### config.mk
export PLATFORM = sky130hd
export DESIGN_NAME = pof_seq
export DESIGN_NICKNAME = d
export VERILOG_FILES = /design/src/sv/pof_pkg.sv /design/src/sv/pof_seq.sv
export SDC_FILE = /design/constraint.sdc
export NUM_CORES = 1
export LEC_CHECK = 0
export BUFFER_PORTS_ARGS = -buffer_cell sky130_fd_sc_hd__clkbuf_2
export CORE_ASPECT_RATIO = 1.4
export CORE_MARGIN = 2
export CORE_UTILIZATION = 35
export DETAILED_ROUTE_END_ITERATION = 6
export PLACE_DENSITY = 0.66
export SETUP_SLACK_MARGIN = 0.02
export SYNTH_ARGS = -nofsm -noshare
export SYNTH_HDL_FRONTEND = slang
export SYNTH_SLANG_ARGS = --single-unit
### constraint.sdc
create_clock -name clk -period 5.6 [get_ports clk]
set_clock_uncertainty 0.2 [all_clocks]
set_input_delay 0.56 -clock clk [delete_from_list [all_inputs] [get_ports clk]]
set_output_delay 0.56 -clock clk [all_outputs]
set_load 0.005 [all_outputs]
### src/sv/pof_pkg.sv
// shared types, constants and the control store of the operand fetch unit
package pof_pkg;

  // memory size in bytes (power of two) and derived address widths
  localparam int MEM_BYTES = 65536;
  localparam int MEM_AW    = $clog2(MEM_BYTES);
  localparam int BANK_AW   = MEM_AW - 1;

  // request codes
  localparam logic [1:0] OP_WRITE_REG = 2'd0;
  localparam logic [1:0] OP_WRITE_MEM = 2'd1;
  localparam logic [1:0] OP_RESOLVE   = 2'd2;

  // register numbers with a fixed role
  localparam logic [2:0] REG_SP = 3'd6;
  localparam logic [2:0] REG_PC = 3'd7;

  // microprogram counter width
  localparam int UPC_W = 5;

  // temp register source
  typedef enum logic [1:0] {
    T_HOLD,
    T_REG,
    T_ALU,
    T_MEM
  } t_src_t;

  // which register the datapath reads and writes
  typedef enum logic {
    SEL_R,
    SEL_PC
  } reg_sel_t;

  // second adder operand
  typedef enum logic [2:0] {
    ALU_ADD_STEP,
    ALU_SUB_STEP,
    ALU_ADD_TWO,
    ALU_SUB_TWO,
    ALU_ADD_REG
  } alu_b_t;

  // effective address register source
  typedef enum logic [1:0] {
    EA_HOLD,
    EA_T,
    EA_RIDX,
    EA_ZERO
  } ea_src_t;

  // result value source, used by the final word of a program
  typedef enum logic [1:0] {
    VAL_ZERO,
    VAL_MEM,
    VAL_REG
  } val_src_t;

  // sequencing
  typedef enum logic [1:0] {
    SEQ_NEXT,
    SEQ_DISPATCH,
    SEQ_DONE
  } seq_t;

  // one control word
  typedef struct packed {
    t_src_t   t_src;
    reg_sel_t reg_sel;
    alu_b_t   alu_b;
    logic     rf_we;
    ea_src_t  ea_src;
    val_src_t val_src;
    logic     byte_by_step;
    logic     status;
    seq_t     seq;
  } ctrl_t;

  localparam ctrl_t CW_NOP = '{
    t_src:        T_HOLD,
    reg_sel:      SEL_R,
    alu_b:        ALU_ADD_STEP,
    rf_we:        1'b0,
    ea_src:       EA_HOLD,
    val_src:      VAL_ZERO,
    byte_by_step: 1'b0,
    status:       1'b0,
    seq:          SEQ_NEXT
  };

  // program entry points
  localparam logic [UPC_W-1:0] UA_DISPATCH = 5'd0;
  localparam logic [UPC_W-1:0] UA_M0 = 5'd1;
  localparam logic [UPC_W-1:0] UA_M1 = 5'd2;
  localparam logic [UPC_W-1:0] UA_M2 = 5'd5;
  localparam logic [UPC_W-1:0] UA_M3 = 5'd8;
  localparam logic [UPC_W-1:0] UA_M4 = 5'd13;
  localparam logic [UPC_W-1:0] UA_M5 = 5'd17;
  localparam logic [UPC_W-1:0] UA_M6 = 5'd23;
  localparam logic [UPC_W-1:0] UA_M7 = 5'd29;

  // dispatch table: addressing mode to program start
  function automatic logic [UPC_W-1:0] ucode_entry(logic [2:0] mode);
    logic [UPC_W-1:0] a;
    unique case (mode)
      3'd0:    a = UA_M0;
      3'd1:    a = UA_M1;
      3'd2:    a = UA_M2;
      3'd3:    a = UA_M3;
      3'd4:    a = UA_M4;
      3'd5:    a = UA_M5;
      3'd6:    a = UA_M6;
      default: a = UA_M7;
    endcase
    return a;
  endfunction

  // control store; memory read data always reflects temp of the previous step
  function automatic ctrl_t ucode(logic [UPC_W-1:0] upc);
    ctrl_t c;
    c = CW_NOP;
    unique case (upc)
      UA_DISPATCH: c.seq = SEQ_DISPATCH;
      // register
      UA_M0: begin
        c.ea_src = EA_RIDX; c.val_src = VAL_REG; c.seq = SEQ_DONE;
      end
      // deferred
      UA_M1: c.t_src = T_REG;
      UA_M1 + 5'd1: c.ea_src = EA_T;
      UA_M1 + 5'd2: begin
        c.val_src = VAL_MEM; c.seq = SEQ_DONE;
      end
      // autoincrement
      UA_M2: c.t_src = T_REG;
      UA_M2 + 5'd1: begin
        c.ea_src = EA_T; c.alu_b = ALU_ADD_STEP; c.rf_we = 1'b1;
      end
      UA_M2 + 5'd2: begin
        c.val_src = VAL_MEM; c.byte_by_step = 1'b1; c.seq = SEQ_DONE;
      end
      // autoincrement deferred
      UA_M3: c.t_src = T_REG;
      UA_M3 + 5'd1: begin
        c.alu_b = ALU_ADD_TWO; c.rf_we = 1'b1;
      end
      UA_M3 + 5'd2: c.t_src = T_MEM;
      UA_M3 + 5'd3: c.ea_src = EA_T;
      UA_M3 + 5'd4: begin
        c.val_src = VAL_MEM; c.seq = SEQ_DONE;
      end
      // autodecrement
      UA_M4: c.t_src = T_REG;
      UA_M4 + 5'd1: begin
        c.t_src = T_ALU; c.alu_b = ALU_SUB_STEP; c.rf_we = 1'b1;
      end
      UA_M4 + 5'd2: c.ea_src = EA_T;
      UA_M4 + 5'd3: begin
        c.val_src = VAL_MEM; c.byte_by_step = 1'b1; c.seq = SEQ_DONE;
      end
      // autodecrement deferred
      UA_M5: c.t_src = T_REG;
      UA_M5 + 5'd1: begin
        c.t_src = T_ALU; c.alu_b = ALU_SUB_TWO; c.rf_we = 1'b1;
      end
      UA_M5 + 5'd2: c = CW_NOP;
      UA_M5 + 5'd3: c.t_src = T_MEM;
      UA_M5 + 5'd4: c.ea_src = EA_T;
      UA_M5 + 5'd5: begin
        c.val_src = VAL_MEM; c.seq = SEQ_DONE;
      end
      // indexed: offset word at pc, pc steps, then base register added
      UA_M6: begin
        c.t_src = T_REG; c.reg_sel = SEL_PC;
      end
      UA_M6 + 5'd1: begin
        c.reg_sel = SEL_PC; c.alu_b = ALU_ADD_TWO; c.rf_we = 1'b1;
      end
      UA_M6 + 5'd2: c.t_src = T_MEM;
      UA_M6 + 5'd3: begin
        c.t_src = T_ALU; c.alu_b = ALU_ADD_REG;
      end
      UA_M6 + 5'd4: c.ea_src = EA_T;
      UA_M6 + 5'd5: begin
        c.val_src = VAL_MEM; c.seq = SEQ_DONE;
      end
      // unsupported mode
      UA_M7: begin
        c.ea_src = EA_ZERO; c.val_src = VAL_ZERO; c.status = 1'b1; c.seq = SEQ_DONE;
      end
      default: begin
        c.ea_src = EA_ZERO; c.status = 1'b1; c.seq = SEQ_DONE;
      end
    endcase
    return c;
  endfunction

endpackage

### src/sv/pof_seq.sv
// microprogram sequencer: step counter, dispatch on mode and control store
module pof_seq (
  input  logic            clk,
  input  logic            rst,
  input  logic            start,
  input  logic            adv,
  input  logic [2:0]      mode,
  output logic            busy,
  output pof_pkg::ctrl_t  ctrl
);

  logic [pof_pkg::UPC_W-1:0] upc;

  assign ctrl = pof_pkg::ucode(upc);

  // step counter
  always_ff @(posedge clk) begin
    if (rst) begin
      busy <= 1'b0;
      upc  <= pof_pkg::UA_DISPATCH;
    end else if (start) begin
      busy <= 1'b1;
      upc  <= pof_pkg::UA_DISPATCH;
    end else if (busy && adv) begin
      unique case (ctrl.seq)
        pof_pkg::SEQ_NEXT:     upc <= upc + {{(pof_pkg::UPC_W-1){1'b0}}, 1'b1};
        pof_pkg::SEQ_DISPATCH: upc <= pof_pkg::ucode_entry(mode);
        pof_pkg::SEQ_DONE:     busy <= 1'b0;
        default:               busy <= 1'b0;
      endcase
    end
  end

endmodule

=== Word level (Yosys, flattened, before mapping) ===
Index checks and enable logic that the tools add are counted.

* $add $sub $neg: 1
* Multiply operators: 0
* Divide/modulo/power cells: 0
* Order comparisons: 0
* Equal/unequal tests: 36
* Shift operators: 0
* Multiplexer cells: 14
* Bitwise gates (word level): 0
* Reductions and logical operators: 22

{| class="wikitable"
|+ Operator list
! kind !! count
|-
| $eq 5x5->1 const B || 13
|-
| $eq 5x4->1 const B || 8
|-
| $pmux 5 s7 || 1
|-
| $reduce_or 29->1 || 1
|-
| $reduce_or 22->1 || 1
|-
| $reduce_or 21->1 || 1
|-
| $eq 5x3->1 const B || 4
|-
| $reduce_or 6->1 || 3
|-
| $pmux 2 s3 || 2
|-
| $pmux 3 s4 || 1
|-
| $eq 5x2->1 const B || 2
|-
| $pmux 5 s2 || 1
|-
| $reduce_or 2->1 || 5
|-
| $eq 3x3->1 const B || 3
|-
| $pmux 2 s2 || 2
|-
| $mux 1 || 7
|-
| $eq 3x2->1 const B || 2
|-
| $reduce_or 3->1 || 2
|-
| $add 5x1->5 const B || 1
|-
| $eq 5x1->1 const B || 1
|-
| $logic_not 5->1 || 1
|-
| $reduce_or 5->1 || 1
|-
| $reduce_and 2->1 || 2
|-
| $reduce_bool 2->1 || 2
|-
| other kinds (6) || 6
|}

* Flip-flop bits (word level): 6
* Bits in latches: 0
* RAM bits: 0
* Memory bits (read-only): 0
* Input bits: 7
* Memories: 0

=== Logic depth before layout (Yosys ltp) ===
Gate-level depths: netlist of run 1.

* Word-level depth: 8
* Mapped depth: 10

=== Least setup slack after synthesis of run 1 ===
No wires, ideal clock.

* Path type: register to output
* From: register upc[2] (netlist name)
* To: output port ctrl[2] (netlist name)
* Arrival: 1812 ps
* Required time: 4840 ps
* Path slack: 3028 ps
* Cell stages (with the launch flop): 10
* Buffers on the path: 3
* Path through: dfxtp_1 > buf_6 > buf_6 > clkbuf_1 > and3_1 > ha_1 > a221oi_2 > and4_4 > nand2_4 > nor3_1

{| class="wikitable"
|+ RTL lines
! what !! line !! text
|-
| start: declaration || pof_seq.sv:12 || <nowiki>logic [pof_pkg::UPC_W-1:0] upc;</nowiki>
|-
| start signal: assignment || pof_seq.sv:20 || <nowiki>upc <= pof_pkg::UA_DISPATCH;</nowiki>
|-
| start signal: assignment || pof_seq.sv:23 || <nowiki>upc <= pof_pkg::UA_DISPATCH;</nowiki>
|-
| start signal: assignment || pof_seq.sv:26 || <nowiki>pof_pkg::SEQ_NEXT: upc <= upc + {{(pof_pkg::UPC_W-1){1'b0}}, 1'b1};</nowiki>
|-
| end: declaration || pof_seq.sv:9 || <nowiki>output pof_pkg::ctrl_t ctrl</nowiki>
|}

==> qor.txt, run 1 <==
# rows: 22
TritonCTS Buffers: 3
Clock Tree Buf Depth: 2
reg2reg path depth: 6
reg2reg end: upc[0]
final setup vio count: 0
Max Fclk: 0.293 GHz
die area: 3260 µm²
# clock sinks: 6
Syn Area/Cell: 7.56 µm²
Clock Root Buffer: clkbuf_4
area of the multi-input gates: 772 µm²
setup slack, reg-to-reg: 2.88 ns
P&R area growth vs syn: 12.1%
chip height: 66.7 µm
vias in the first global route: 955
CP cell instances: clkinv_1, ha_1, a221oi_2, and4_4, nand2_4, nor3_1, clkbuf_2
Clk pin slew, worst setup/hold paths: 0.05 ns
Lkg Pwr: 0.458 nW
Post-CTS Hold Fix Bufs: 0
vias per cell: 5.63
First-pass DRT Iterations: 4
Crit path max-delay family: flip-flops
type of origin of the critical path: flip-flop
Slew Limit Fails: 0
CP Depth: 7
via count: 1025
EDFF count, synth: 0
Final min period: 3.42 ns
# IOs: 23
antenna fix cells: 0
first-pass GRT wire length: 4.14 mm
TNS Setup: 0 ns
Antenna Nets Post-Route: 0
fraction of registers with async set/reset: 0
critical path's slowest cell: dfxtp_1
Crit path largest cell delay: 0.74 ns
Routed WL: 2.55 mm
CP required: 4.84 ns
ys flop type: dfxtp_1
YS warnings: 0
Crit Path Class: flip-flop to primary output
Final Hold Vio Count: 0
Final Cycle Share: 0.610
CTS tree: yes
Seq/Total Area, Yosys: 0.122
slew margin rel.: 0.429
fin util: 0.417
setup ws final: 2.18 ns
initial antenna violation count: 0
syn nets: 142
DP Worst Slack: 2.48 ns
die width: 48.8 µm
Setup crit start: upc[4]
worst min path class: primary input to flip-flop
Buf/Inv on CP: 2
Syn Inst Count: 130
CTS HTree Levels: 1
Critical Path End: ctrl[2]
Hold Slack: 0.293 ns
layout cells sized above 1: 0.267
global route overflow: 0
DR DRC count: 0
initial core utilization: 0.372
max_cap viols: 0
nets: 160
PD cells: 120 nW/µm²
PostCTS Resize Cnt: 0
Avg WL per Cell: 14.0 µm
Worst-Skew Late Latency: 0.25 ns
core area: 2640 µm²
synth unique cells: 54
# Post-CTS Setup Buffers: 0
RSZ-0062 raised after global routing: no
CP Max Fanout: 18
FF/Latch Area: 120 µm²
First DRT Iteration DRCs: 27
# port buffers: 22
largest net degree at the start of global routing: 28
CP Data Arrival Time: 2.66 ns
fillers: 290
VDD IR max: 75.9 µV
crit end category: primary output
post-synthesis register bit count: 6
worst slew pin tran: 0.856 ns
Placer Congestion: 0.899
GRT Overall Usage: 0.159
FF-to-FF Start: upc[4]
status: complete, no violations
hpwl dp: 1.91 mm
Synth Cell Area: 983 µm²
==> power breakdown <==
part | leakage (nW) | internal (mW) | switching (mW)
logic | 0.395 | 0.0186 | 0.0241
registers | 0.0488 | 0.0442 | 0.00350
clock network | 0.0138 | 0.0244 | 0.0174
total | 0.458 | 0.0872 | 0.0450
==> cell usage in the layout, fill, tap and decap left out, types with 2 or more instances in the layout <==
cell,n
a21oi_1,9
a311o_1,2
a31oi_1,2
and2_1,6
clkbuf_2,22
clkbuf_4,3
dfxtp_1,6
ha_1,5
inv_1,6
mux2i_1,3
nand2_1,12
nand2b_1,2
nand3_1,3
nor2_1,8
nor2b_1,7
nor3_1,5
o211ai_1,3
o21ai_0,5
o21ai_1,2
o21bai_1,2
o22ai_1,2
==> layer usage <==
layer  wire (µm)  vias up  global-route usage
met3          60        5             0.00673
met4          40        0              0.0536
met5           0        -                   0
met1        1110      483               0.176
li1            -      518                   -
met2        1340       19               0.320
==> synth_stat cells, drive strengths merged (3+ instances only) <==
cell	count	share of area
nand2	13	0.057
a21oi	10	0.055
nor2	8	0.031
nor2b	8	0.053
o21ai	8	0.045
inv	7	0.029
and2	6	0.038
buf	6	0.048
dfxtp	6	0.12
ha	5	0.064
nor3	5	0.025
clkbuf	3	0.011
mux2i	3	0.031
nand3	3	0.015
o211ai	3	0.023
==> worst min-delay path by stage <==
stage | end | depth (start not counted) | slack (ns) | start
after floorplan | upc[1] | 2 | 0.28 | upc[1]
after global placement | upc[1] | 2 | 0.31 | upc[1]
after detailed placement | upc[1] | 2 | 0.32 | upc[1]
after CTS | busy | 2 | 0.30 | rst
after global routing | busy | 2 | 0.31 | rst
final | busy | 2 | 0.29 | rst
==> stage by stage <==
step	cells	cell area [µm²]	power, mW
after CTS	182	1100	0.131
after global routing	182	1100	0.138
final	182	1100	0.132
after global placement	179	1080	0.0900
after floorplan	130	983	0.0773
after detailed placement	179	1080	0.0909
==> worst register-to-register path, cell delays in order, from the launching register on <==
cell and delay, ns:
dfxtp_1 0.74, clkinv_1 0.42, ha_1 0.33, a221oi_2 0.24, and4_4 0.31, nand2_4 0.08, o311ai_1 0.29
==> layout make-up <==
type | instances | share of cell area
multi-input combinational | 107 | 0.700
tap | 36 | 0.0409
sequential | 6 | 0.109
inverter | 8 | 0.0295
timing repair buffer | 22 | 0.0999
clock buffer | 3 | 0.0204
==> sequential cells by signal, summed over array words and instances, names as in the netlist <==
name and count:
busy 1, upc 5
==> kinds of logic after synthesis <==
family / Yosys count / share of synthesized area
flip-flops: 6 / 0.122
adder cells (fa/ha/maj): 6 / 0.0738
AND/OR/NAND/NOR: 54 / 0.319
multiplexers: 4 / 0.0420
buffers and inverters: 17 / 0.0929
AO/OA/AOI/OAI: 43 / 0.350
No activity file was read; power rests on OpenSTA's default activity.
==> inputs of run 2 (changes only) <==
--- a/config.mk
+++ b/config.mk
@@ -5,12 +5,13 @@
 export SDC_FILE = /design/constraint.sdc
 export NUM_CORES = 1
 export LEC_CHECK = 0
+export ABC_AREA = 1
 export BUFFER_PORTS_ARGS = -buffer_cell sky130_fd_sc_hd__clkbuf_2
 export CORE_ASPECT_RATIO = 1.4
 export CORE_MARGIN = 2
 export CORE_UTILIZATION = 35
 export DETAILED_ROUTE_END_ITERATION = 6
-export PLACE_DENSITY = 0.66
+export PLACE_DENSITY = 0.68
 export SETUP_SLACK_MARGIN = 0.02
 export SYNTH_ARGS = -nofsm -noshare
 export SYNTH_HDL_FRONTEND = slang
==> constraint.sdc (replaced) <==
create_clock -name clk -period 3.08 [get_ports clk]
set_clock_uncertainty 0.2 [all_clocks]
set_input_delay 0.308 -clock clk [delete_from_list [all_inputs] [get_ports clk]]
set_output_delay 0.308 -clock clk [all_outputs]
set_load 0.005 [all_outputs]
==> qor.txt, run 2 <==
Slew Limit Fails: 0
# clock sinks: 6
most frequent cells in the layout: nand2_1, inv_1, nor2_1
First DRT Iteration DRCs: 40
PD cells: 226 nW/µm²
Lkg Pwr: 0.647 nW
synth unique cells: 23
Clk pin slew, worst setup/hold paths: 0.04 ns
crit end category: primary output
slew margin rel.: 0.635
Antenna Nets Post-Route: 0
most common cell after layout, fill and taps aside: nand2_1
CTS tree: yes
die width: 48.8 µm
# port buffers: 22
PostCTS Resize Cnt: 0
CP Max Fanout: 15
Int Power: 162 µW
TNS Setup: 0 ns
HP Start: rst
first-pass GRT wire length: 4.71 mm
Buf/Inv on CP: 4
# Post-CTS Setup Buffers: 0
CP Data Arrival Time: 2.11 ns
setup ws final: 0.461 ns
type of origin of the critical path: flip-flop
Post-CTS Hold Fix Bufs: 0
fraction of registers with async set/reset: 0
Synth Cell Area: 985 µm²
most flop-heavy register: upc
chip height: 66.8 µm
Final Hold Vio Count: 0
die area: 3260 µm²
worst min path class: primary input to flip-flop
Crit Path Class: flip-flop to primary output
final instance area: 1130 µm²
# IOs: 23
CP required: 2.57 ns
vias in the first global route: 1121
initial antenna violation count: 0
P&R area growth vs syn: 15.0%
reg2reg path depth: 10
area of the multi-input gates: 703 µm²
Routed WL: 2.73 mm
Worst-Skew Late Latency: 0.24 ns
post-synthesis register bit count: 6
Max Fclk: 0.382 GHz
RSZ-0062 raised after global routing: no
Largest regs: upc x5, busy x1
FF-to-FF Start: upc[4]
setup slack, reg-to-reg: 0.86 ns
Placer Congestion: 1.01
hpwl dp: 2.29 mm
Non-Filler Instances: 241
DR DRC count: 0
EDFF count, synth: 0
Synth area leaders: nand2_1, dfxtp_1, nand3_1
layout cells sized above 1: 0.180
Psw: 93.5 µW
YS warnings: 0
Sw Ratio: 0.366
Crit path largest cell delay: 0.63 ns
global route overflow: 0
Final Cycle Share: 0.850
vias per cell: 4.96
most frequent cell after synthesis: nand2_1
largest net degree at the start of global routing: 16
syn nets: 195
clock share of power: 0.285
reg2reg end: upc[1]
Syn Inst Count: 183
post-synth top area share: 0.145
DP Worst Slack: 0.762 ns
ys flop type: dfxtp_1
CTS HTree Levels: 1
final setup vio count: 0
fillers: 328
cell taking the most area after synthesis: nand2_1
status: complete, no violations
Hold Path Sink: busy
combinational share of power: 0.374
DP Cell Count: 238
Critical Path Most Common Cell: nand2_1
initial core utilization: 0.373
TritonCTS Buffers: 3
FF/Latch Area: 120 µm²
nets: 219
Crit path max-delay family: flip-flops
via count: 1195
Sequential Power Share: 0.341
Clock Root Buffer: clkbuf_4
max_cap viols: 0
top post-synthesis cells by count: nand2_1, inv_1, nor2_1
Seq/Total Area, Yosys: 0.122
core area: 2640 µm²
Cell Area, Placed: 1110 µm²
First-pass DRT Iterations: 4
CP cell instances: inv_2, ha_1, inv_1, nand2_1, nor2_1, nand2_1, nor2_2, nand2_1, inv_1, clkbuf_2
max FFs per register: 5
VDD IR max: 157 µV
critical path's slowest cell: dfxtp_1
Syn Area/Cell: 5.38 µm²
# rows: 22
GRT Overall Usage: 0.182
antenna fix cells: 0
hold path cells: 2
Avg WL per Cell: 11.3 µm
Final min period: 2.62 ns
Clock Tree Buf Depth: 2
worst slew pin tran: 0.544 ns
[run 2: cell count changes after synthesis, sizes merged, moves of 3 or more]
cell / previous run / this run
and2: 6 / 1
nand4: 1 / 8
nor2b: 8 / 0
o21ai: 8 / 5
nor2: 8 / 32
nand2: 13 / 42
mux2i: 3 / 0
nor3: 5 / 8
inv: 7 / 32
clkbuf: 3 / 0
nand3: 3 / 24
[run 2: kinds of logic (layout without fill, tap and decap cells)]
family | after synthesis | after routing | synth area share
AND/OR/NAND/NOR | 116 | 116 | 0.543
adder cells (fa/ha/maj) | 5 | 5 | 0.0635
XOR/XNOR | 1 | 1 | 0.00890
buffers and inverters | 37 | 59 | 0.164
AO/OA/AOI/OAI | 18 | 18 | 0.0991
flip-flops | 6 | 6 | 0.122
[run 2: power by group through the flow]
stage,Sequential (mW),Combinational (mW),Clock [mW]
global placement,0.0884,0.0960,0
floorplan,0.0852,0.0718,0
CTS,0.0870,0.0965,0.0760
finish,0.0871,0.0955,0.0728
global route,0.0876,0.109,0.0793
detailed placement,0.0884,0.0962,0
[run 2: per-layer routing]
layer,wire length [µm],part of all wire,global-route usage,vias to the layer above
li1,-,-,-,635
met1,1100,0.40,0.188,509
met2,1420,0.52,0.361,39
met3,99,0.036,0.00897,12
met4,106,0.039,0.104,0
met5,0,0,0,-
[run 2: how the worst max path moves through the flow]
stage / startpoint / to / slack (ns) / depth (start not counted)
finish: upc[4] / ctrl[1] / 0.46 / 10
global route: upc[4] / ctrl[7] / 0.23 / 8
CTS: upc[4] / ctrl[1] / 0.48 / 10
detailed placement: upc[4] / ctrl[1] / 0.76 / 10
global placement: upc[0] / ctrl[7] / 0.76 / 12
floorplan: upc[0] / ctrl[1] / 1.12 / 12
[run 2: final cells by class]
| cell class | instances | area share |
|---|---|---|
| inverter | 33 | 0.109 |
| tap | 36 | 0.0398 |
| multi-input combinational | 140 | 0.621 |
| sequential | 6 | 0.106 |
| timing repair buffer | 23 | 0.104 |
| clock buffer | 3 | 0.0199 |
[run 2: metrics by stage]
step	utilization	power, mW	hold slack, ns
after floorplan	-	0.157	0.177
after global placement	0.420	0.184	0.260
after detailed placement	0.420	0.185	0.266
after CTS	0.429	0.260	0.0212
after global routing	0.429	0.276	0.0253
final	0.429	0.255	0.0273
